File: src/hw/rtl/lrutc_pkg.sv
// Package for the LRU tag cache directory.
// Shared field widths and the request kind type; no dependencies.
package lrutc_pkg;

  // Fixed payload widths
  localparam int unsigned KEY_W  = 64;
  localparam int unsigned LINE_W = 3;

  // Request kind
  typedef enum logic {
    KIND_LOOKUP = 1'b0,
    KIND_INSERT = 1'b1
  } kind_e;

endpackage

File: src/hw/rtl/lrutc_if.sv
// Request and response channel interfaces of the LRU tag cache directory.
// Depends on lrutc_pkg.
interface lrutc_req_if import lrutc_pkg::*; ();
  logic              valid;
  logic              ready;
  kind_e             kind;
  logic [KEY_W-1:0]  key;

  modport source (output valid, output kind, output key, input ready);
  modport sink   (input valid, input kind, input key, output ready);
endinterface

interface lrutc_rsp_if import lrutc_pkg::*; ();
  logic              valid;
  logic              ready;
  logic              hit;
  logic [LINE_W-1:0] line;

  modport source (output valid, output hit, output line, input ready);
  modport sink   (input valid, input hit, input line, output ready);
endinterface

File: src/hw/rtl/lrutc_victim.sv
// Replacement victim picker: lowest free line, else oldest line (lowest index on ties).
// Depends on lrutc_pkg; the age search is a comparator tree.
module lrutc_victim import lrutc_pkg::*; #(
  parameter int unsigned LINES    = 8,
  parameter int unsigned AGE_BITS = 16
) (
  input  logic [LINES-1:0]                valid_i,
  input  logic [LINES-1:0][AGE_BITS-1:0]  age_i,
  output logic [((LINES > 1) ? $clog2(LINES) : 1)-1:0] idx_o
);

  localparam int unsigned IDX_W  = (LINES > 1) ? $clog2(LINES) : 1;
  localparam int unsigned LEAVES = 1 << IDX_W;
  localparam int unsigned NODES  = 2 * LEAVES - 1;

  logic [AGE_BITS-1:0] node_age [NODES];
  logic [IDX_W-1:0]    node_idx [NODES];
  logic                free_found;
  logic [IDX_W-1:0]    free_idx;

  // Max-age tournament, heap order; left child wins ties so lower index wins
  always_comb begin
    for (int i = 0; i < LEAVES; i++) begin
      node_age[LEAVES-1+i] = (i < LINES) ? age_i[i] : '0;
      node_idx[LEAVES-1+i] = IDX_W'(i);
    end
    for (int n = LEAVES - 2; n >= 0; n--) begin
      if (node_age[2*n+2] > node_age[2*n+1]) begin
        node_age[n] = node_age[2*n+2];
        node_idx[n] = node_idx[2*n+2];
      end else begin
        node_age[n] = node_age[2*n+1];
        node_idx[n] = node_idx[2*n+1];
      end
    end
  end

  // Lowest-numbered free line
  always_comb begin
    free_found = 1'b0;
    free_idx   = '0;
    for (int i = 0; i < LINES; i++) begin
      if (!free_found && !valid_i[i]) begin
        free_found = 1'b1;
        free_idx   = IDX_W'(i);
      end
    end
  end

  assign idx_o = free_found ? free_idx : node_idx[0];

endmodule

File: src/hw/rtl/lru_tag_cache_policy.sv
// LRU tag cache directory: fully associative, age-counter replacement.
// Depends on lrutc_pkg, lrutc_if and lrutc_victim.
//
// Takes one request per clock cycle while the response register is free, and
// returns one response per request through the request register, then the
// response register. The directory update for a request (tag compare
// across all lines, victim choice, age update) completes combinationally
// between those two registers, so back-to-back requests always see the
// state left by the one before. A lookup hit or any insert sets the touched
// line's age to one and ages every other valid line by one, saturating; a
// lookup miss leaves the directory unchanged and returns line zero. Line
// storage sits in flip-flops; there is no clearing pass after reset.
module lru_tag_cache_policy import lrutc_pkg::*; #(
  parameter int unsigned LINES    = 8,
  parameter int unsigned AGE_BITS = 16
) (
  input  logic       clk_i,
  input  logic       rst_ni,
  lrutc_req_if.sink  req_i,
  lrutc_rsp_if.source rsp_o
);

  localparam int unsigned IDX_W = (LINES > 1) ? $clog2(LINES) : 1;

  // Directory state
  logic [LINES-1:0]               line_valid_q, line_valid_d;
  logic [KEY_W-1:0]               line_key_q [LINES];
  logic [LINES-1:0][AGE_BITS-1:0] age_q, age_d;

  // Request register
  logic             s1_valid_q;
  kind_e            s1_kind_q;
  logic [KEY_W-1:0] s1_key_q;

  // Response register
  logic              rsp_valid_q;
  logic              rsp_hit_q, rsp_hit_d;
  logic [LINE_W-1:0] rsp_line_q, rsp_line_d;

  logic              rsp_free;
  logic              advance;
  logic              match_hit;
  logic [IDX_W-1:0]  match_idx;
  logic [IDX_W-1:0]  victim_idx;
  logic [IDX_W-1:0]  tgt_idx;
  logic              do_update;
  logic              do_fill;
  logic [IDX_W+LINE_W-1:0] line_ext;

  // Handshake
  assign rsp_free    = !rsp_valid_q || rsp_o.ready;
  assign advance     = s1_valid_q && rsp_free;
  assign req_i.ready = !s1_valid_q || rsp_free;

  // Tag compare, lowest matching line wins
  always_comb begin
    match_hit = 1'b0;
    match_idx = '0;
    for (int i = 0; i < LINES; i++) begin
      if (!match_hit && line_valid_q[i] && (line_key_q[i] == s1_key_q)) begin
        match_hit = 1'b1;
        match_idx = IDX_W'(i);
      end
    end
  end

  lrutc_victim #(
    .LINES    (LINES),
    .AGE_BITS (AGE_BITS)
  ) u_victim (
    .valid_i (line_valid_q),
    .age_i   (age_q),
    .idx_o   (victim_idx)
  );

  assign tgt_idx   = match_hit ? match_idx : victim_idx;
  assign do_update = advance && (match_hit || (s1_kind_q == KIND_INSERT));
  assign do_fill   = advance && !match_hit && (s1_kind_q == KIND_INSERT);

  // Next valid bits and ages
  always_comb begin
    line_valid_d = line_valid_q;
    age_d        = age_q;
    if (do_fill) begin
      line_valid_d[tgt_idx] = 1'b1;
    end
    if (do_update) begin
      for (int i = 0; i < LINES; i++) begin
        if (IDX_W'(i) == tgt_idx) begin
          age_d[i] = AGE_BITS'(1);
        end else if (line_valid_q[i] && (age_q[i] != {AGE_BITS{1'b1}})) begin
          age_d[i] = age_q[i] + AGE_BITS'(1);
        end
      end
    end
  end

  // Response payload: line carries the low bits of the index
  assign line_ext   = {{LINE_W{1'b0}}, tgt_idx};
  assign rsp_hit_d  = match_hit;
  assign rsp_line_d = (match_hit || (s1_kind_q == KIND_INSERT)) ? line_ext[LINE_W-1:0] : '0;

  // Control registers
  always_ff @(posedge clk_i or negedge rst_ni) begin
    if (!rst_ni) begin
      s1_valid_q   <= 1'b0;
      rsp_valid_q  <= 1'b0;
      line_valid_q <= '0;
      age_q        <= '0;
    end else begin
      if (req_i.ready) begin
        s1_valid_q <= req_i.valid;
      end
      if (rsp_free) begin
        rsp_valid_q <= s1_valid_q;
      end
      line_valid_q <= line_valid_d;
      age_q        <= age_d;
    end
  end

  // Payload registers
  always_ff @(posedge clk_i) begin
    if (req_i.ready && req_i.valid) begin
      s1_kind_q <= req_i.kind;
      s1_key_q  <= req_i.key;
    end
    if (advance) begin
      rsp_hit_q  <= rsp_hit_d;
      rsp_line_q <= rsp_line_d;
    end
    if (do_fill) begin
      line_key_q[tgt_idx] <= s1_key_q;
    end
  end

  assign rsp_o.valid = rsp_valid_q;
  assign rsp_o.hit   = rsp_hit_q;
  assign rsp_o.line  = rsp_line_q;

`ifndef NO_ASSERTIONS
  // Lines never drop out of the directory
  a_valid_monotonic: assert property (@(posedge clk_i) disable iff (!rst_ni)
    ((line_valid_q & $past(line_valid_q)) == $past(line_valid_q)))
    else $error("valid line was lost");

  // Touched line is valid with age one afterwards
  a_touch_result: assert property (@(posedge clk_i) disable iff (!rst_ni)
    do_update |=> (line_valid_q[$past(tgt_idx)] && (age_q[$past(tgt_idx)] == AGE_BITS'(1))))
    else $error("touched line not valid with age one");

  // A lookup miss leaves the directory alone
  a_miss_stable: assert property (@(posedge clk_i) disable iff (!rst_ni)
    (advance && !match_hit && (s1_kind_q == KIND_LOOKUP)) |=>
      ($stable(age_q) && $stable(line_valid_q)))
    else $error("lookup miss changed directory state");

  // A new response only follows a request that left the request register
  a_rsp_source: assert property (@(posedge clk_i) disable iff (!rst_ni)
    $rose(rsp_valid_q) |-> $past(s1_valid_q))
    else $error("response without request");
`endif

endmodule

File: src/flat_wrapper.sv
// flat-port wrapper written by rule: the top's interface ports become plain ports
module lru_tag_cache_policy_flat import lrutc_pkg::*;
#(
  parameter int unsigned LINES    = 8,
  parameter int unsigned AGE_BITS = 16
)
  (clk_i, rst_ni, req_i_valid, req_i_kind, req_i_key, req_i_ready, rsp_o_valid, rsp_o_hit, rsp_o_line, rsp_o_ready);
  lrutc_req_if req_i_i ();
  lrutc_rsp_if rsp_o_i ();
  input  logic clk_i;
  input  logic rst_ni;
  input wire logic [$bits(req_i_i.valid)-1:0] req_i_valid;
  input wire logic [$bits(req_i_i.kind)-1:0] req_i_kind;
  input wire logic [$bits(req_i_i.key)-1:0] req_i_key;
  output wire logic [$bits(req_i_i.ready)-1:0] req_i_ready;
  output wire logic [$bits(rsp_o_i.valid)-1:0] rsp_o_valid;
  output wire logic [$bits(rsp_o_i.hit)-1:0] rsp_o_hit;
  output wire logic [$bits(rsp_o_i.line)-1:0] rsp_o_line;
  input wire logic [$bits(rsp_o_i.ready)-1:0] rsp_o_ready;
  assign req_i_i.valid = req_i_valid;
  assign req_i_i.kind = req_i_kind;
  assign req_i_i.key = req_i_key;
  assign req_i_ready = req_i_i.ready;
  assign rsp_o_valid = rsp_o_i.valid;
  assign rsp_o_hit = rsp_o_i.hit;
  assign rsp_o_line = rsp_o_i.line;
  assign rsp_o_i.ready = rsp_o_ready;
  lru_tag_cache_policy #(.LINES(LINES), .AGE_BITS(AGE_BITS)) u_core (.clk_i(clk_i), .rst_ni(rst_ni), .req_i(req_i_i), .rsp_o(rsp_o_i));
endmodule
File: config.mk
export PLATFORM = sky130hd
export DESIGN_NAME = lru_tag_cache_policy_flat
export DESIGN_NICKNAME = d
export VERILOG_FILES = /design/src/hw/rtl/lrutc_pkg.sv /design/src/hw/rtl/lrutc_if.sv /design/src/hw/rtl/lrutc_victim.sv /design/src/hw/rtl/lru_tag_cache_policy.sv /design/src/flat_wrapper.sv
export SDC_FILE = /design/constraint.sdc
export NUM_CORES = 1
export LEC_CHECK = 0
export BUFFER_PORTS_ARGS = -buffer_cell sky130_fd_sc_hd__buf_2
export CAP_MARGIN = 20
export CORE_MARGIN = 3
export CORE_UTILIZATION = 25
export DETAILED_ROUTE_END_ITERATION = 8
export RECOVER_POWER = 50
export SLEW_MARGIN = 20
export SYNTH_ARGS = -nofsm -noshare
export SYNTH_HDL_FRONTEND = slang
export SYNTH_SLANG_ARGS = --single-unit
File: constraint.sdc
create_clock -name clk_i -period 12.85 [get_ports clk_i]
set_clock_uncertainty 0.1 [all_clocks]
set_input_delay 0.6425 -clock clk_i [delete_from_list [all_inputs] [get_ports clk_i]]
set_output_delay 0.6425 -clock clk_i [all_outputs]
set_load 0.02 [all_outputs]
==> impl_metrics.ini <==
[outcome]
status = complete, but fails checks
violations = capacitance limit, slew limit

[sta]
setup_viol_count_final = 0
period_minus_slack_ps = 9660
rsz0062_at_grt = false
worst_pin_slew_ps = 5230
fin_crit_sh_pct = 75.2
finalHoldViolCount = 0
setup-tns-final_ps = 0
fmax_mhz = 104
slew_viol_final = 508
slew_headroom_pct = -249

[critical_path]
end_kind = flip-flop
worst_path_largest_cell_delay_ps = 960
cp_max_fo = 37
r2r_cells = 27
reg2reg_to = u_core.line_key_q[7][46]
startpoint_type = flip-flop
critPathRequiredTime_ps = 13050
slowest_stage = nor2_4
critPathLaunch = u_core.age_q[105]
r2r_slack_ps = 3190
cp.arrival_ps = 9860
r2r_start = u_core.age_q[105]
crit_top_cell = a21oi_1
path_class = flip-flop to flip-flop

[yosys]
yosysMostFrequentCell = edfxtp_1
netlist.area_leader.share_pct = 49.5
synth_top_family_by_area = simple AND/OR/NAND/NOR gates
syn_area_sq_um = 35200
synth-seq-cells = 719
yosys.area_share.simple_pct = 12.5
synth_fp_nets = 3006
netlist_instances = 2817
synth_edf_count = 581
async_flop_share_pct = 19.2
yosysTopAreaCell = edfxtp_1
yosys-top-cells-count = 581 x edfxtp_1, 310 x xnor2_1, 151 x nand2_1
ys_warn_count = 0
netlist_top_cells_area = edfxtp_1 50%, dfrtp_1 9.8%, xnor2_1 7.7%
synth_xor_area_share_pct = 10.7
ys.flop_type = edfxtp_1
netlist-cell-type-count = 82
synth_mux_area_share_pct = 1.92
yosysSeqAreaShare_pct = 59.3
synth_fa_ha_area_share_pct = 4.26
synth_compound_area_share_pct = 8.36
synth_area_per_cell_sq_um = 12.5

[cts]
clk_pin_slew_ps = 60
cts_hold_buf = 36
cts_root_buffer = clkbuf_16
clock_latency_ps = 680
cts_buffers = 76
cts_resized = 0
numClockSinks = 719
cts-htree-levels = 3
cts_tree = yes
post_cts_buffers = 0
clockBufferDepth = 3

[global_routing]
grt_pass1_vias = 22451
grt_max_degree = 92
grtUsageMet2_pct = 21.0
grt.busiest_layer = met2
antenna_found_initial = 6
grt_pass1_wl_um = 147000
grt_usage_pct = 13.3
grtUsageMet1_pct = 18.9
grtUsageMet3_pct = 2.10
grt-ovfl-total = 0

[finish]
ff_latch_area_sq_um = 20900
fillers = 14151
syn_to_final_growth_pct = 15.4
post-route-util_pct = 29.1
final_nets = 3171
drive_gt1_share_pct = 8.40
multi_input_area_sq_um = 13400
n_antenna_cell = 0

[drt]
firstDrtPassIters = 5
drtIter0Drc = 2271
routedWlPerCell_um = 20.2
vias_per_cell = 4.77
wirelength_um = 99000
via_count = 23420
route.detailed.drc = 0
ant_nets = 0

[place]
gp_congestion = 0.893
io_buffers = 74
dp_hpwl_um = 65100

[die]
fp.dieH_um = 381
pin_count = 75
row_count = 137
die_x_um = 381
core-area_sq_um = 140000
die-area_sq_um = 145000
start_util_pct = 25.2

[worst_hold_path]
hp-start = req_i_key[4]
min_path_cells = 1
hold_path_class = input port to flip-flop
whs_endpoint = u_core.s1_key_q[4]

[pwr]
p_leak_nw = 13.7
p_int_mw = 5.19
power_frac_clock_pct = 25.3
switching_share_pct = 38.1
pwr-share-seq_pct = 36.9
pwr-share-comb_pct = 37.8
switchingPower_mw = 3.19
powerDensity_nw_per_um2 = 206
vdd_drop_max_mv = 0.158

[job]
maxCapViolations = 22
==> flip-flops by register name, summed over array words and instances, names as in the netlist <==
name                 count
u_core.rsp_o.hit         1
u_core.rsp_o.line        3
u_core.s1_key_q         64
u_core.age_q           128
u_core.line_key_q      512
u_core.rsp_o.valid       1
u_core.line_valid_q      8
u_core.s1_valid_q        1
u_core.s1_kind_q         1
==> per-layer routing <==
layer	wire (um)	vias to the layer above
met4	2680	0
met5	0	-
met2	45000	716
met1	46000	11710
met3	5300	153
li1	-	10841
==> power by group through the flow <==
stage               registers [mW]  clock network [mW]  logic (mW)
detailed placement            3.13                   0        3.15
floorplan                     3.09                   0        2.25
global route                  3.12                2.27        3.50
finish                        3.09                2.12        3.17
global placement              3.12                   0        3.10
CTS                           3.09                2.18        3.17
==> cells in the final DEF, fill, tap and decap left out, drive strengths merged, types with 81 or more instances in the layout <==
cell type,netlist,layout
clkbuf,46,169
buf,61,81
nand3,84,84
inv,138,139
nor2,108,108
xor2,120,120
xnor2,311,311
dfrtp,138,138
edfxtp,581,581
a21oi,85,85
ha,120,120
nand2,151,151
o21ai,96,96
nand4,141,141
==> critical path: cells and delay by family, from the launching register on <==
family / cells / cell delay [ps]
flops: 1 / 410
simple gates: 8 / 2520
compound gates: 13 / 4200
fa+ha+maj: 3 / 1060
buf+inv: 3 / 960
==> cell type report <==
type,instances,area share (%)
clock buffer,92,4.88
clock inverter,40,0.952
multi-input combinational,1853,32.9
timing repair buffer,194,2.74
inverter,138,1.27
tap,1876,5.78
sequential,719,51.4
==> cells by family (layout without fill, tap and decap cells) <==
| kind of cell | Yosys count | in the layout |
|---|---|---|
| muxes | 64 | 64 |
| xor gates and xnor gates | 431 | 431 |
| adders and majority gates | 120 | 120 |
| AOI/OAI and AO/OA | 430 | 430 |
| DFF | 719 | 719 |
| buffers and inverters | 245 | 464 |
| and+or+nand+nor | 808 | 808 |
==> metrics by stage <==
stage	hold slack, ps	total power [mW]	instance area [sq um]	std cells	setup WS, ps
6_report	47.0	8.38	40600	4912	3190
5_1_grt	1.10	8.89	40600	4912	2600
4_1_cts	0.0886	8.44	40900	4911	3340
3_3_place_gp	366	6.22	38100	4743	3420
3_5_place_dp	365	6.28	38200	4743	3360
2_1_floorplan	247	5.35	35200	2817	3090
==> how the worst max path moves through the flow <==
stage,to,depth (start not counted)
2_1_floorplan,u_core.line_key_q[5][0],31
3_3_place_gp,u_core.line_key_q[7][46],27
3_5_place_dp,u_core.line_key_q[7][46],27
4_1_cts,u_core.line_key_q[7][23],27
5_1_grt,u_core.line_key_q[7][21],25
6_report,u_core.line_key_q[7][46],27
Note: power is estimated with default switching activity, not from simulation.
